## config.mk

```make
export PLATFORM = sky130hd
export DESIGN_NAME = ripemd160_hash_engine_core
export DESIGN_NICKNAME = d
export VERILOG_FILES = /design/src/design/rmd160_pkg.sv /design/src/design/ripemd160_hash_engine_core.sv /design/src/design/rmd160_ctrl.sv /design/src/design/rmd160_dp.sv
export SDC_FILE = /design/constraint.sdc
export NUM_CORES = 2
export LEC_CHECK = 0
export ABC_AREA = 1
export BUFFER_PORTS_ARGS = -buffer_cell sky130_fd_sc_hd__buf_2
export CAP_MARGIN = 10
export CORE_ASPECT_RATIO = 0.7
export CORE_MARGIN = 10
export CORE_UTILIZATION = 45
export DETAILED_ROUTE_END_ITERATION = 10
export HOLD_SLACK_MARGIN = 0.08
export SLEW_MARGIN = 20
export SYNTH_ARGS = -nofsm -noshare
export SYNTH_HDL_FRONTEND = slang
export SYNTH_HIERARCHICAL = 1
export SYNTH_SLANG_ARGS = --single-unit
```

## constraint.sdc

```tcl
create_clock -name aclk -period 8.5 [get_ports aclk]
set_input_delay 0.425 -clock aclk [delete_from_list [all_inputs] [get_ports aclk]]
set_output_delay 0.425 -clock aclk [all_outputs]
set_load 0.01 [all_outputs]
```

## src/design/rmd160_pkg.sv

```systemverilog
// rmd160_pkg: types, constants and step functions for the ripemd-160 engine
// no dependencies
package rmd160_pkg;

    typedef enum logic [2:0] {
        ST_IDLE,
        ST_PAD,
        ST_LEN,
        ST_COMP,
        ST_FOLD,
        ST_EMIT
    } state_t;

    typedef struct packed {
        logic       absorb;
        logic [7:0] absorb_byte;
        logic       len_bytes;
        logic       latch_len;
        logic       comp_start;
        logic       comp_step;
        logic       fold;
        logic       emit_load;
        logic       restart;
    } dp_cmd_t;

    typedef struct packed {
        logic [5:0] pos;
        logic       comp_last;
    } dp_stat_t;

    localparam logic [31:0] IV0 = 32'h67452301;
    localparam logic [31:0] IV1 = 32'hEFCDAB89;
    localparam logic [31:0] IV2 = 32'h98BADCFE;
    localparam logic [31:0] IV3 = 32'h10325476;
    localparam logic [31:0] IV4 = 32'hC3D2E1F0;

    localparam logic [6:0] LAST_STEP = 7'd79;
    localparam logic [2:0] LAST_WORD = 3'd4;

    function automatic logic [31:0] k_left(input logic [2:0] g);
        unique case (g)
            3'd0:    k_left = 32'h00000000;
            3'd1:    k_left = 32'h5A827999;
            3'd2:    k_left = 32'h6ED9EBA1;
            3'd3:    k_left = 32'h8F1BBCDC;
            default: k_left = 32'hA953FD4E;
        endcase
    endfunction

    function automatic logic [31:0] k_right(input logic [2:0] g);
        unique case (g)
            3'd0:    k_right = 32'h50A28BE6;
            3'd1:    k_right = 32'h5C4DD124;
            3'd2:    k_right = 32'h6D703EF3;
            3'd3:    k_right = 32'h7A6D76E9;
            default: k_right = 32'h00000000;
        endcase
    endfunction

    function automatic logic [31:0] bool_fn(input logic [2:0] g, input logic [31:0] x,
                                            input logic [31:0] y, input logic [31:0] z);
        unique case (g)
            3'd0:    bool_fn = x ^ y ^ z;
            3'd1:    bool_fn = (x & y) | (~x & z);
            3'd2:    bool_fn = (x | ~y) ^ z;
            3'd3:    bool_fn = (x & z) | (y & ~z);
            default: bool_fn = x ^ (y | ~z);
        endcase
    endfunction

    function automatic logic [31:0] rotl(input logic [31:0] v, input logic [4:0] n);
        logic [63:0] d;
        d = {v, v} << n;
        rotl = d[63:32];
    endfunction

    localparam logic [319:0] SEL_L = {
        4'd13,4'd15,4'd6,4'd11,4'd8,4'd3,4'd1,4'd14,4'd10,4'd2,4'd12,4'd7,4'd9,4'd5,4'd0,4'd4,
        4'd2,4'd6,4'd5,4'd14,4'd15,4'd7,4'd3,4'd13,4'd4,4'd12,4'd8,4'd0,4'd10,4'd11,4'd9,4'd1,
        4'd12,4'd5,4'd11,4'd13,4'd6,4'd0,4'd7,4'd2,4'd1,4'd8,4'd15,4'd9,4'd4,4'd14,4'd10,4'd3,
        4'd8,4'd11,4'd14,4'd2,4'd5,4'd9,4'd0,4'd12,4'd3,4'd15,4'd6,4'd10,4'd1,4'd13,4'd4,4'd7,
        4'd15,4'd14,4'd13,4'd12,4'd11,4'd10,4'd9,4'd8,4'd7,4'd6,4'd5,4'd4,4'd3,4'd2,4'd1,4'd0};
    localparam logic [319:0] SEL_R = {
        4'd11,4'd9,4'd3,4'd0,4'd14,4'd13,4'd2,4'd6,4'd7,4'd8,4'd5,4'd1,4'd4,4'd10,4'd15,4'd12,
        4'd14,4'd10,4'd7,4'd9,4'd13,4'd2,4'd12,4'd5,4'd0,4'd15,4'd11,4'd3,4'd1,4'd4,4'd6,4'd8,
        4'd13,4'd4,4'd0,4'd10,4'd2,4'd12,4'd8,4'd11,4'd9,4'd6,4'd14,4'd7,4'd3,4'd1,4'd5,4'd15,
        4'd2,4'd1,4'd9,4'd4,4'd12,4'd8,4'd15,4'd14,4'd10,4'd5,4'd13,4'd0,4'd7,4'd3,4'd11,4'd6,
        4'd12,4'd3,4'd10,4'd1,4'd8,4'd15,4'd6,4'd13,4'd4,4'd11,4'd2,4'd9,4'd0,4'd7,4'd14,4'd5};
    localparam logic [399:0] ROT_L = {
        5'd6,5'd5,5'd8,5'd11,5'd14,5'd13,5'd12,5'd5,5'd12,5'd13,5'd8,5'd6,5'd11,5'd5,5'd15,5'd9,
        5'd12,5'd5,5'd6,5'd8,5'd6,5'd5,5'd14,5'd9,5'd8,5'd9,5'd15,5'd14,5'd15,5'd14,5'd12,5'd11,
        5'd5,5'd7,5'd12,5'd5,5'd6,5'd13,5'd8,5'd14,5'd15,5'd13,5'd9,5'd14,5'd7,5'd6,5'd13,5'd11,
        5'd12,5'd13,5'd7,5'd11,5'd9,5'd15,5'd12,5'd7,5'd15,5'd7,5'd9,5'd11,5'd13,5'd8,5'd6,5'd7,
        5'd8,5'd9,5'd7,5'd6,5'd15,5'd14,5'd13,5'd11,5'd9,5'd7,5'd8,5'd5,5'd12,5'd15,5'd14,5'd11};
    localparam logic [399:0] ROT_R = {
        5'd11,5'd11,5'd13,5'd15,5'd5,5'd6,5'd13,5'd8,5'd6,5'd14,5'd5,5'd12,5'd9,5'd12,5'd5,5'd8,
        5'd8,5'd15,5'd5,5'd12,5'd9,5'd12,5'd9,5'd6,5'd14,5'd6,5'd14,5'd14,5'd11,5'd8,5'd5,5'd15,
        5'd5,5'd7,5'd13,5'd13,5'd14,5'd5,5'd13,5'd12,5'd14,5'd6,5'd6,5'd8,5'd11,5'd15,5'd7,5'd9,
        5'd11,5'd13,5'd15,5'd6,5'd7,5'd12,5'd7,5'd7,5'd11,5'd9,5'd8,5'd12,5'd7,5'd15,5'd13,5'd9,
        5'd6,5'd12,5'd14,5'd14,5'd11,5'd8,5'd7,5'd7,5'd5,5'd15,5'd15,5'd13,5'd11,5'd9,5'd9,5'd8};

endpackage

```

## src/design/ripemd160_hash_engine_core.sv

```systemverilog
// ripemd160_hash_engine_core: streaming ripemd-160, one byte per beat
// depends on rmd160_pkg, rmd160_ctrl, rmd160_dp
// data beat: one that completes a 64-byte block is followed by 80 steps plus fold
// finish beat: padding and length bytes, one or two compressions (80 steps plus fold
// each), then five result beats at one per cycle while m_tready is high
// throughput is set by the single round unit per line
// synchronous active-low reset restores the initial chaining value and clears the count
module ripemd160_hash_engine_core (
    input  logic        aclk,
    input  logic        aresetn,
    input  logic        s_tvalid,
    output logic        s_tready,
    input  logic [7:0]  s_tdata,   // data_byte
    input  logic        s_tuser,   // mode
    output logic        m_tvalid,
    input  logic        m_tready,
    output logic [31:0] m_tdata,   // digest_word
    output logic [2:0]  m_tuser,   // word_index
    output logic        m_tlast    // last_word
);

    rmd160_pkg::dp_cmd_t  cmd;
    rmd160_pkg::dp_stat_t stat;
    logic        emit_busy, emit_done;
    logic [2:0]  idx_reg;
    logic [31:0] word;

    assign m_tvalid  = emit_busy;
    assign m_tdata   = word;
    assign m_tuser   = idx_reg;
    assign m_tlast   = (idx_reg == rmd160_pkg::LAST_WORD);
    assign emit_done = m_tvalid && m_tready && m_tlast;

    always_ff @(posedge aclk) begin
        if (!aresetn || cmd.emit_load)
            idx_reg <= '0;
        else if (m_tvalid && m_tready && !m_tlast)
            idx_reg <= idx_reg + 3'd1;
    end

    rmd160_ctrl u_ctrl (
        .aclk      (aclk),
        .aresetn   (aresetn),
        .in_valid  (s_tvalid),
        .in_mode   (s_tuser),
        .in_byte   (s_tdata),
        .in_ready  (s_tready),
        .emit_busy (emit_busy),
        .emit_done (emit_done),
        .stat      (stat),
        .cmd       (cmd)
    );

    rmd160_dp u_dp (
        .aclk      (aclk),
        .aresetn   (aresetn),
        .cmd       (cmd),
        .out_sel   (idx_reg),
        .out_word  (word),
        .stat      (stat)
    );

endmodule

```

## src/design/rmd160_ctrl.sv

```systemverilog
// rmd160_ctrl: sequencer for absorb, padding, compression and digest output
// depends on rmd160_pkg
module rmd160_ctrl (
    input  logic                 aclk,
    input  logic                 aresetn,
    input  logic                 in_valid,
    input  logic                 in_mode,
    input  logic [7:0]           in_byte,
    output logic                 in_ready,
    output logic                 emit_busy,
    input  logic                 emit_done,
    input  rmd160_pkg::dp_stat_t stat,
    output rmd160_pkg::dp_cmd_t  cmd
);

    rmd160_pkg::state_t state_reg, state_next;
    logic finishing_reg, finishing_next;
    logic len_done_reg, len_done_next;
    logic acc;

    assign acc = in_valid && in_ready;

    always_ff @(posedge aclk) begin
        if (!aresetn) begin
            state_reg     <= rmd160_pkg::ST_IDLE;
            finishing_reg <= 1'b0;
            len_done_reg  <= 1'b0;
        end else begin
            state_reg     <= state_next;
            finishing_reg <= finishing_next;
            len_done_reg  <= len_done_next;
        end
    end

    always_comb begin
        state_next     = state_reg;
        finishing_next = finishing_reg;
        len_done_next  = len_done_reg;
        unique case (state_reg)
            rmd160_pkg::ST_IDLE: begin
                if (acc) begin
                    if (in_mode) begin
                        finishing_next = 1'b1;
                        state_next = (stat.pos == 6'd63) ? rmd160_pkg::ST_COMP
                                   : (stat.pos == 6'd55) ? rmd160_pkg::ST_LEN
                                   : rmd160_pkg::ST_PAD;
                    end else if (stat.pos == 6'd63) begin
                        state_next = rmd160_pkg::ST_COMP;
                    end
                end
            end
            rmd160_pkg::ST_PAD: begin
                if (stat.pos == 6'd63)
                    state_next = rmd160_pkg::ST_COMP;
                else if (stat.pos == 6'd55)
                    state_next = rmd160_pkg::ST_LEN;
            end
            rmd160_pkg::ST_LEN: begin
                if (stat.pos == 6'd63) begin
                    state_next    = rmd160_pkg::ST_COMP;
                    len_done_next = 1'b1;
                end
            end
            rmd160_pkg::ST_COMP: begin
                if (stat.comp_last)
                    state_next = rmd160_pkg::ST_FOLD;
            end
            rmd160_pkg::ST_FOLD: begin
                if (!finishing_reg)
                    state_next = rmd160_pkg::ST_IDLE;
                else if (len_done_reg)
                    state_next = rmd160_pkg::ST_EMIT;
                else
                    state_next = rmd160_pkg::ST_PAD;
            end
            rmd160_pkg::ST_EMIT: begin
                if (emit_done) begin
                    state_next     = rmd160_pkg::ST_IDLE;
                    finishing_next = 1'b0;
                    len_done_next  = 1'b0;
                end
            end
            default: state_next = rmd160_pkg::ST_IDLE;
        endcase
    end

    always_comb begin
        cmd       = '0;
        in_ready  = 1'b0;
        emit_busy = 1'b0;
        unique case (state_reg)
            rmd160_pkg::ST_IDLE: begin
                in_ready = 1'b1;
                if (acc) begin
                    cmd.absorb      = 1'b1;
                    cmd.absorb_byte = in_mode ? 8'h80 : in_byte;
                    cmd.latch_len   = in_mode;
                    cmd.comp_start  = (stat.pos == 6'd63);
                end
            end
            rmd160_pkg::ST_PAD: begin
                cmd.absorb     = 1'b1;
                cmd.comp_start = (stat.pos == 6'd63);
            end
            rmd160_pkg::ST_LEN: begin
                cmd.absorb     = 1'b1;
                cmd.absorb_byte = 8'h00;
                cmd.len_bytes  = 1'b1;
                cmd.comp_start = (stat.pos == 6'd63);
            end
            rmd160_pkg::ST_COMP: cmd.comp_step = 1'b1;
            rmd160_pkg::ST_FOLD: begin
                cmd.fold      = 1'b1;
                cmd.emit_load = finishing_reg && len_done_reg;
            end
            rmd160_pkg::ST_EMIT: begin
                emit_busy   = 1'b1;
                cmd.restart = emit_done;
            end
            default: ;
        endcase
    end

endmodule

```

## src/design/rmd160_dp.sv

```systemverilog
// rmd160_dp: block store, byte counter, length bytes, two round lines and chaining value
// depends on rmd160_pkg
module rmd160_dp (
    input  logic                 aclk,
    input  logic                 aresetn,
    input  rmd160_pkg::dp_cmd_t  cmd,
    input  logic [2:0]           out_sel,
    output logic [31:0]          out_word,
    output rmd160_pkg::dp_stat_t stat
);

    logic [31:0] blk_reg [16];
    logic [60:0] cnt_reg;
    logic [63:0] bits_reg;
    logic [31:0] cv_reg [5];
    logic [31:0] al_reg, bl_reg, cl_reg, dl_reg, el_reg;
    logic [31:0] ar_reg, br_reg, cr_reg, dr_reg, er_reg;
    logic [6:0]  step_reg;
    logic [5:0]  pos;
    logic [7:0]  wbyte;
    logic [2:0]  g, gr;
    logic [3:0]  sl, sr;
    logic [4:0]  rl, rr;
    logic [31:0] tl, tr;

    assign pos = cnt_reg[5:0];
    assign stat.pos = pos;
    assign stat.comp_last = (step_reg == rmd160_pkg::LAST_STEP);
    assign out_word = cv_reg[out_sel];

    always_comb begin
        wbyte = cmd.absorb_byte;
        if (cmd.len_bytes)
            wbyte = bits_reg[8*pos[2:0] +: 8];
    end

    assign g  = step_reg[6:4];
    assign gr = 3'd4 - g;
    assign sl = rmd160_pkg::SEL_L[4*step_reg +: 4];
    assign sr = rmd160_pkg::SEL_R[4*step_reg +: 4];
    assign rl = rmd160_pkg::ROT_L[5*step_reg +: 5];
    assign rr = rmd160_pkg::ROT_R[5*step_reg +: 5];
    assign tl = rmd160_pkg::rotl(al_reg + rmd160_pkg::bool_fn(g, bl_reg, cl_reg, dl_reg)
                + blk_reg[sl] + rmd160_pkg::k_left(g), rl) + el_reg;
    assign tr = rmd160_pkg::rotl(ar_reg + rmd160_pkg::bool_fn(gr, br_reg, cr_reg, dr_reg)
                + blk_reg[sr] + rmd160_pkg::k_right(g), rr) + er_reg;

    always_ff @(posedge aclk) begin
        if (cmd.absorb)
            blk_reg[pos[5:2]][8*pos[1:0] +: 8] <= wbyte;
        if (cmd.latch_len)
            bits_reg <= {cnt_reg, 3'b000};
        if (cmd.comp_start) begin
            al_reg <= cv_reg[0]; bl_reg <= cv_reg[1]; cl_reg <= cv_reg[2];
            dl_reg <= cv_reg[3]; el_reg <= cv_reg[4];
            ar_reg <= cv_reg[0]; br_reg <= cv_reg[1]; cr_reg <= cv_reg[2];
            dr_reg <= cv_reg[3]; er_reg <= cv_reg[4];
        end else if (cmd.comp_step) begin
            al_reg <= el_reg; el_reg <= dl_reg; dl_reg <= rmd160_pkg::rotl(cl_reg, 5'd10);
            cl_reg <= bl_reg; bl_reg <= tl;
            ar_reg <= er_reg; er_reg <= dr_reg; dr_reg <= rmd160_pkg::rotl(cr_reg, 5'd10);
            cr_reg <= br_reg; br_reg <= tr;
        end
    end

    always_ff @(posedge aclk) begin
        if (!aresetn || cmd.restart) begin
            cnt_reg  <= '0;
            step_reg <= '0;
            cv_reg[0] <= rmd160_pkg::IV0; cv_reg[1] <= rmd160_pkg::IV1;
            cv_reg[2] <= rmd160_pkg::IV2; cv_reg[3] <= rmd160_pkg::IV3;
            cv_reg[4] <= rmd160_pkg::IV4;
        end else begin
            if (cmd.absorb)
                cnt_reg <= cnt_reg + 61'd1;
            if (cmd.comp_start)
                step_reg <= '0;
            else if (cmd.comp_step)
                step_reg <= step_reg + 7'd1;
            if (cmd.fold) begin
                cv_reg[0] <= cv_reg[1] + cl_reg + dr_reg;
                cv_reg[1] <= cv_reg[2] + dl_reg + er_reg;
                cv_reg[2] <= cv_reg[3] + el_reg + ar_reg;
                cv_reg[3] <= cv_reg[4] + al_reg + br_reg;
                cv_reg[4] <= cv_reg[0] + bl_reg + cr_reg;
            end
        end
    end

endmodule

```

==> flow_summary.toml <==
[status]
run_status = "complete, but fails checks"
violated_checks = "setup timing"

[setup_path]
arrival_ns = 9.27
critical_path.slowest_cell = "sky130_fd_sc_hd__fa_1"
worst_setup_path_start_kind = "flop"
critPathMaxStageDelay_ns = 0.54
cp-end-kind = "flop"
timing.critical_path.fanout_max = 19
crit_family = "simple AND/OR/NAND/NOR gates"
timing.setup.critical_path_class = "reg -> reg"
required_ns = 8.99
critPathBufInv = 13

[layout]
post_layout_nonfiller_instances = 13467
finish.net_count = 11630
drive_gt1_share_pct = 23.19
multi_input_comb_area_sq_um = 46170
fillCellCount = 15967
sequential_cell_area_sq_um = 33160
area_delta_synth_final_pct = 29.02
postLayoutCellArea_sq_um = 104700
largest_register_ff_count = 512

[logic_synthesis]
synthCells = 9764
post_synth_fa_ha_maj_area_fraction_pct = 12.54
synth_async_sr_flop_share_pct = 0
synth_compound_area_share_pct = 17.46
synth_edf_count = 1053
synth-seq-area-share_pct = 40.85
synthMuxAreaShare_pct = 1.012
yosys.area_share.simple_pct = 18.76
synth.ff_latch_count = 1129
dominant_combinational_cell_family_by_area_after_synthesis = "simple AND/OR/NAND/NOR gates"
syn_nets = 10420
synthesis.area_sq_um = 81140
yosysWarnings = 6
syn-mean-instance-area_sq_um = 8.310
dominantRegCellSynth = "sky130_fd_sc_hd__edfxtp_1"
synth-xor-area-share_pct = 1.727
synthDistinctLibCells = 66

[route]
wirelength_mm = 387.8
wl_per_cell_um = 28.79
ant_nets = 0
detailedRoute.firstPassIterationCount = 6
via_per_inst = 6.097
drt_iter0_markers = 12340
post-route-drc-count = 0
dr_total_vias = 82107

[floorplan]
die_w_um = 527.5
core_region_area_sq_um = 179400
row_count = 130
y_dimension_of_the_die_um = 375.3
starting_density_of_the_core_pct = 45.22
ioPinCount = 51
die_area_sq_um = 198000

[timing]
setup_slack_ns = -0.2733
final.min_clock_period_ns = 8.773
worstMarginPinSlew_ns = 1.326
timing.max_slew.rel_slack_pct = 11.62
setup_violations = 23
max_clock_skew_ns = 0.07953
final_critical_path_share_of_the_clock_period_pct = 103.2
grt_setup_unrepaired = "true"
final_hold_viol_count = 0
fmax_mhz = 114.0
timing_max_transition_violations_final = 0

[placement]
placedInstanceArea_sq_um = 93280
globalplace.congestion = 1.057
port_buffers = 50
dp.cells = 13028
place.detailed.hpwl_mm = 294.8

[cts]
clk-insertion-delay-late_ns = 0.83
clock-root-buffer = "sky130_fd_sc_hd__clkbuf_16"
h-tree-depth = 3
cts_tree = "done"
cts.sinks = 1129
clockBufferDepth = 3
clkSlewWorstSetupHoldPaths_ns = 0.07
cts_bufs_inserted = 118

[grt]
grt_util_all_layers_pct = 37.22
grt_remaining_overflow = 0
grt_first_pass_wirelength_mm = 539.0
vias_in_the_first_global_route = 74374
grt_antenna_before_repair = 31
pin_count_of_the_biggest_net_entering_global_routing = 148

[power]
power_density_nw_per_um2 = 338.2
leakagePower_nw = 43.11
ir_drop_mv = 0.2750

[worst_hold_path]
hold_removal_path_class = "in -> reg"

[run]
drv.max_cap_violation_count = 0
power by group:
part / internal [W] / switching, W / leakage (nW)
Clock: 0.00299 / 0.00250 / 1.90
Combinational: 0.0103 / 0.0127 / 30.8
Sequential: 0.00668 / 0.000243 / 10.4
layer usage:
metal	routed length [um]	global-route usage [%]	share of wire, %	vias to the layer above
met5	714	0.7513	0.18	-
met1	167200	56.37	43	39466
met4	15200	11.24	3.9	33
met3	63060	15.40	16	775
met2	141600	47.04	37	5628
li1	-	-	-	36205
through the flow:
step / utilization, % / setup slack [ns] / TNS [ns] / total power, W / hold slack (ns)
final: 58.35 / -0.2733 / -3.883 / 0.03541 / 0.1575
after global placement: 51.97 / -1.686 / -53.57 / 0.02535 / 0.4125
after global routing: 58.33 / -0.6325 / -13.96 / 0.03719 / 0.1560
after CTS: 56.47 / -0.3343 / -3.380 / 0.03257 / 0.1077
after detailed placement: 51.99 / -1.644 / -56.24 / 0.02538 / 0.4212
after floorplan: - / 0.03521 / 0 / 0.01549 / 0.4082
cells in the final DEF (no fill, tap or decap), drive strengths merged, types with 21 or more instances in the layout:
cell     instances
nand4           41
nor3            93
nor4            22
ha             359
a211oi          21
o211ai         245
edfxtp        1053
xnor2           69
clkbuf         159
dfxtp           76
nor2           616
mux2i           82
a21oi          768
clkinv          62
o2111ai         24
inv           1139
o21ai         1160
xor2            91
a31oi           61
nand2         2084
nand3          718
or2             66
buf           1496
o21a            56
o221ai          70
fa             284
cell families after synthesis:
family          Yosys count
fa+ha+maj               643
xor+xnor                160
mux                      82
buf+inv                1585
compound gates         2517
flops                  1129
simple gates           3648
layout make-up:
| type | count | share of cell area [%] |
|---|---|---|
| Tap cell | 2376 | 2.840 |
| Antenna cell | 12 | 0.02869 |
| Clock buffer | 143 | 2.950 |
| Multi-Input combinational cell | 7051 | 44.11 |
| Timing Repair Buffer | 1529 | 13.39 |
| Inverter | 1145 | 4.182 |
| Clock inverter | 82 | 0.8235 |
| Sequential cell | 1129 | 31.68 |
final timing paths:
check	endpoint	depth (start not counted)	from	slack, ns
max	u_dp/br_reg[23]$_DFFE_PP_	50	u_dp/step_reg[0]$_SDFFE_PP0P_	-0.27
min	u_ctrl/state_reg[1]$_SDFFE_PN0P_	6	s_tuser	0.16
max reg2reg	u_dp/br_reg[23]$_DFFE_PP_	50	u_dp/step_reg[0]$_SDFFE_PP0P_	-0.27
min reg2reg	u_dp/bits_reg[38]$_DFFE_PP_	0	u_dp/cnt_reg[35]$_SDFFE_PP0P_	0.43
worst register-to-register path, delay by kind of cell (launching register included):
family                     cells  cell delay, ns
AOI/OAI and AO/OA             12            2.01
xor gates and xnor gates       2            0.34
buffers and inverters         13            2.00
adders and majority gates      4            1.62
and+or+nand+nor               19            2.11
DFF                            1            0.38
cells in the mapped netlist, types with 15 or more instances:
library cell,instances,area (sq um)
sky130_fd_sc_hd__inv_1,1118,4197
sky130_fd_sc_hd__nor2_1,603,2263
sky130_fd_sc_hd__nand3_1,710,3553
sky130_fd_sc_hd__a21oi_1,767,3839
sky130_fd_sc_hd__a211oi_1,21,157.7
sky130_fd_sc_hd__ha_1,359,4492
sky130_fd_sc_hd__o21ai_1,73,365.4
sky130_fd_sc_hd__dfxtp_1,76,1521
sky130_fd_sc_hd__xor2_1,91,797.0
sky130_fd_sc_hd__o2111ai_1,24,210.2
sky130_fd_sc_hd__o21bai_1,15,112.6
sky130_fd_sc_hd__nand4_1,40,250.2
sky130_fd_sc_hd__nor4_1,22,137.6
sky130_fd_sc_hd__fa_1,284,5685
sky130_fd_sc_hd__nand2_1,2075,7789
sky130_fd_sc_hd__inv_2,19,71.32
sky130_fd_sc_hd__or2_2,54,337.8
sky130_fd_sc_hd__nor3_1,92,460.4
sky130_fd_sc_hd__o31ai_1,15,112.6
sky130_fd_sc_hd__a21o_1,18,135.1
sky130_fd_sc_hd__xnor2_1,69,604.3
sky130_fd_sc_hd__buf_4,18,135.1
sky130_fd_sc_hd__mux2i_1,82,820.8
sky130_fd_sc_hd__a31oi_1,61,381.6
sky130_fd_sc_hd__o221ai_1,70,613.1
sky130_fd_sc_hd__buf_2,91,455.4
sky130_fd_sc_hd__o21a_1,56,420.4
sky130_fd_sc_hd__o21ai_0,1085,5430
sky130_fd_sc_hd__edfxtp_1,1053,31620
sky130_fd_sc_hd__clkbuf_1,267,1002
sky130_fd_sc_hd__o211ai_1,245,1839
sky130_fd_sc_hd__buf_1,55,206.5
timing repair:
item,in CTS,in global routing
endpoints found under the setup margin,57,47
hold endpoints to repair,8,0
pin swaps,177,222
cloned,32,15
setup buffers,85,83
hold buffers,2,0
resized for setup,603,587
No activity file was read; power rests on OpenSTA's default activity.
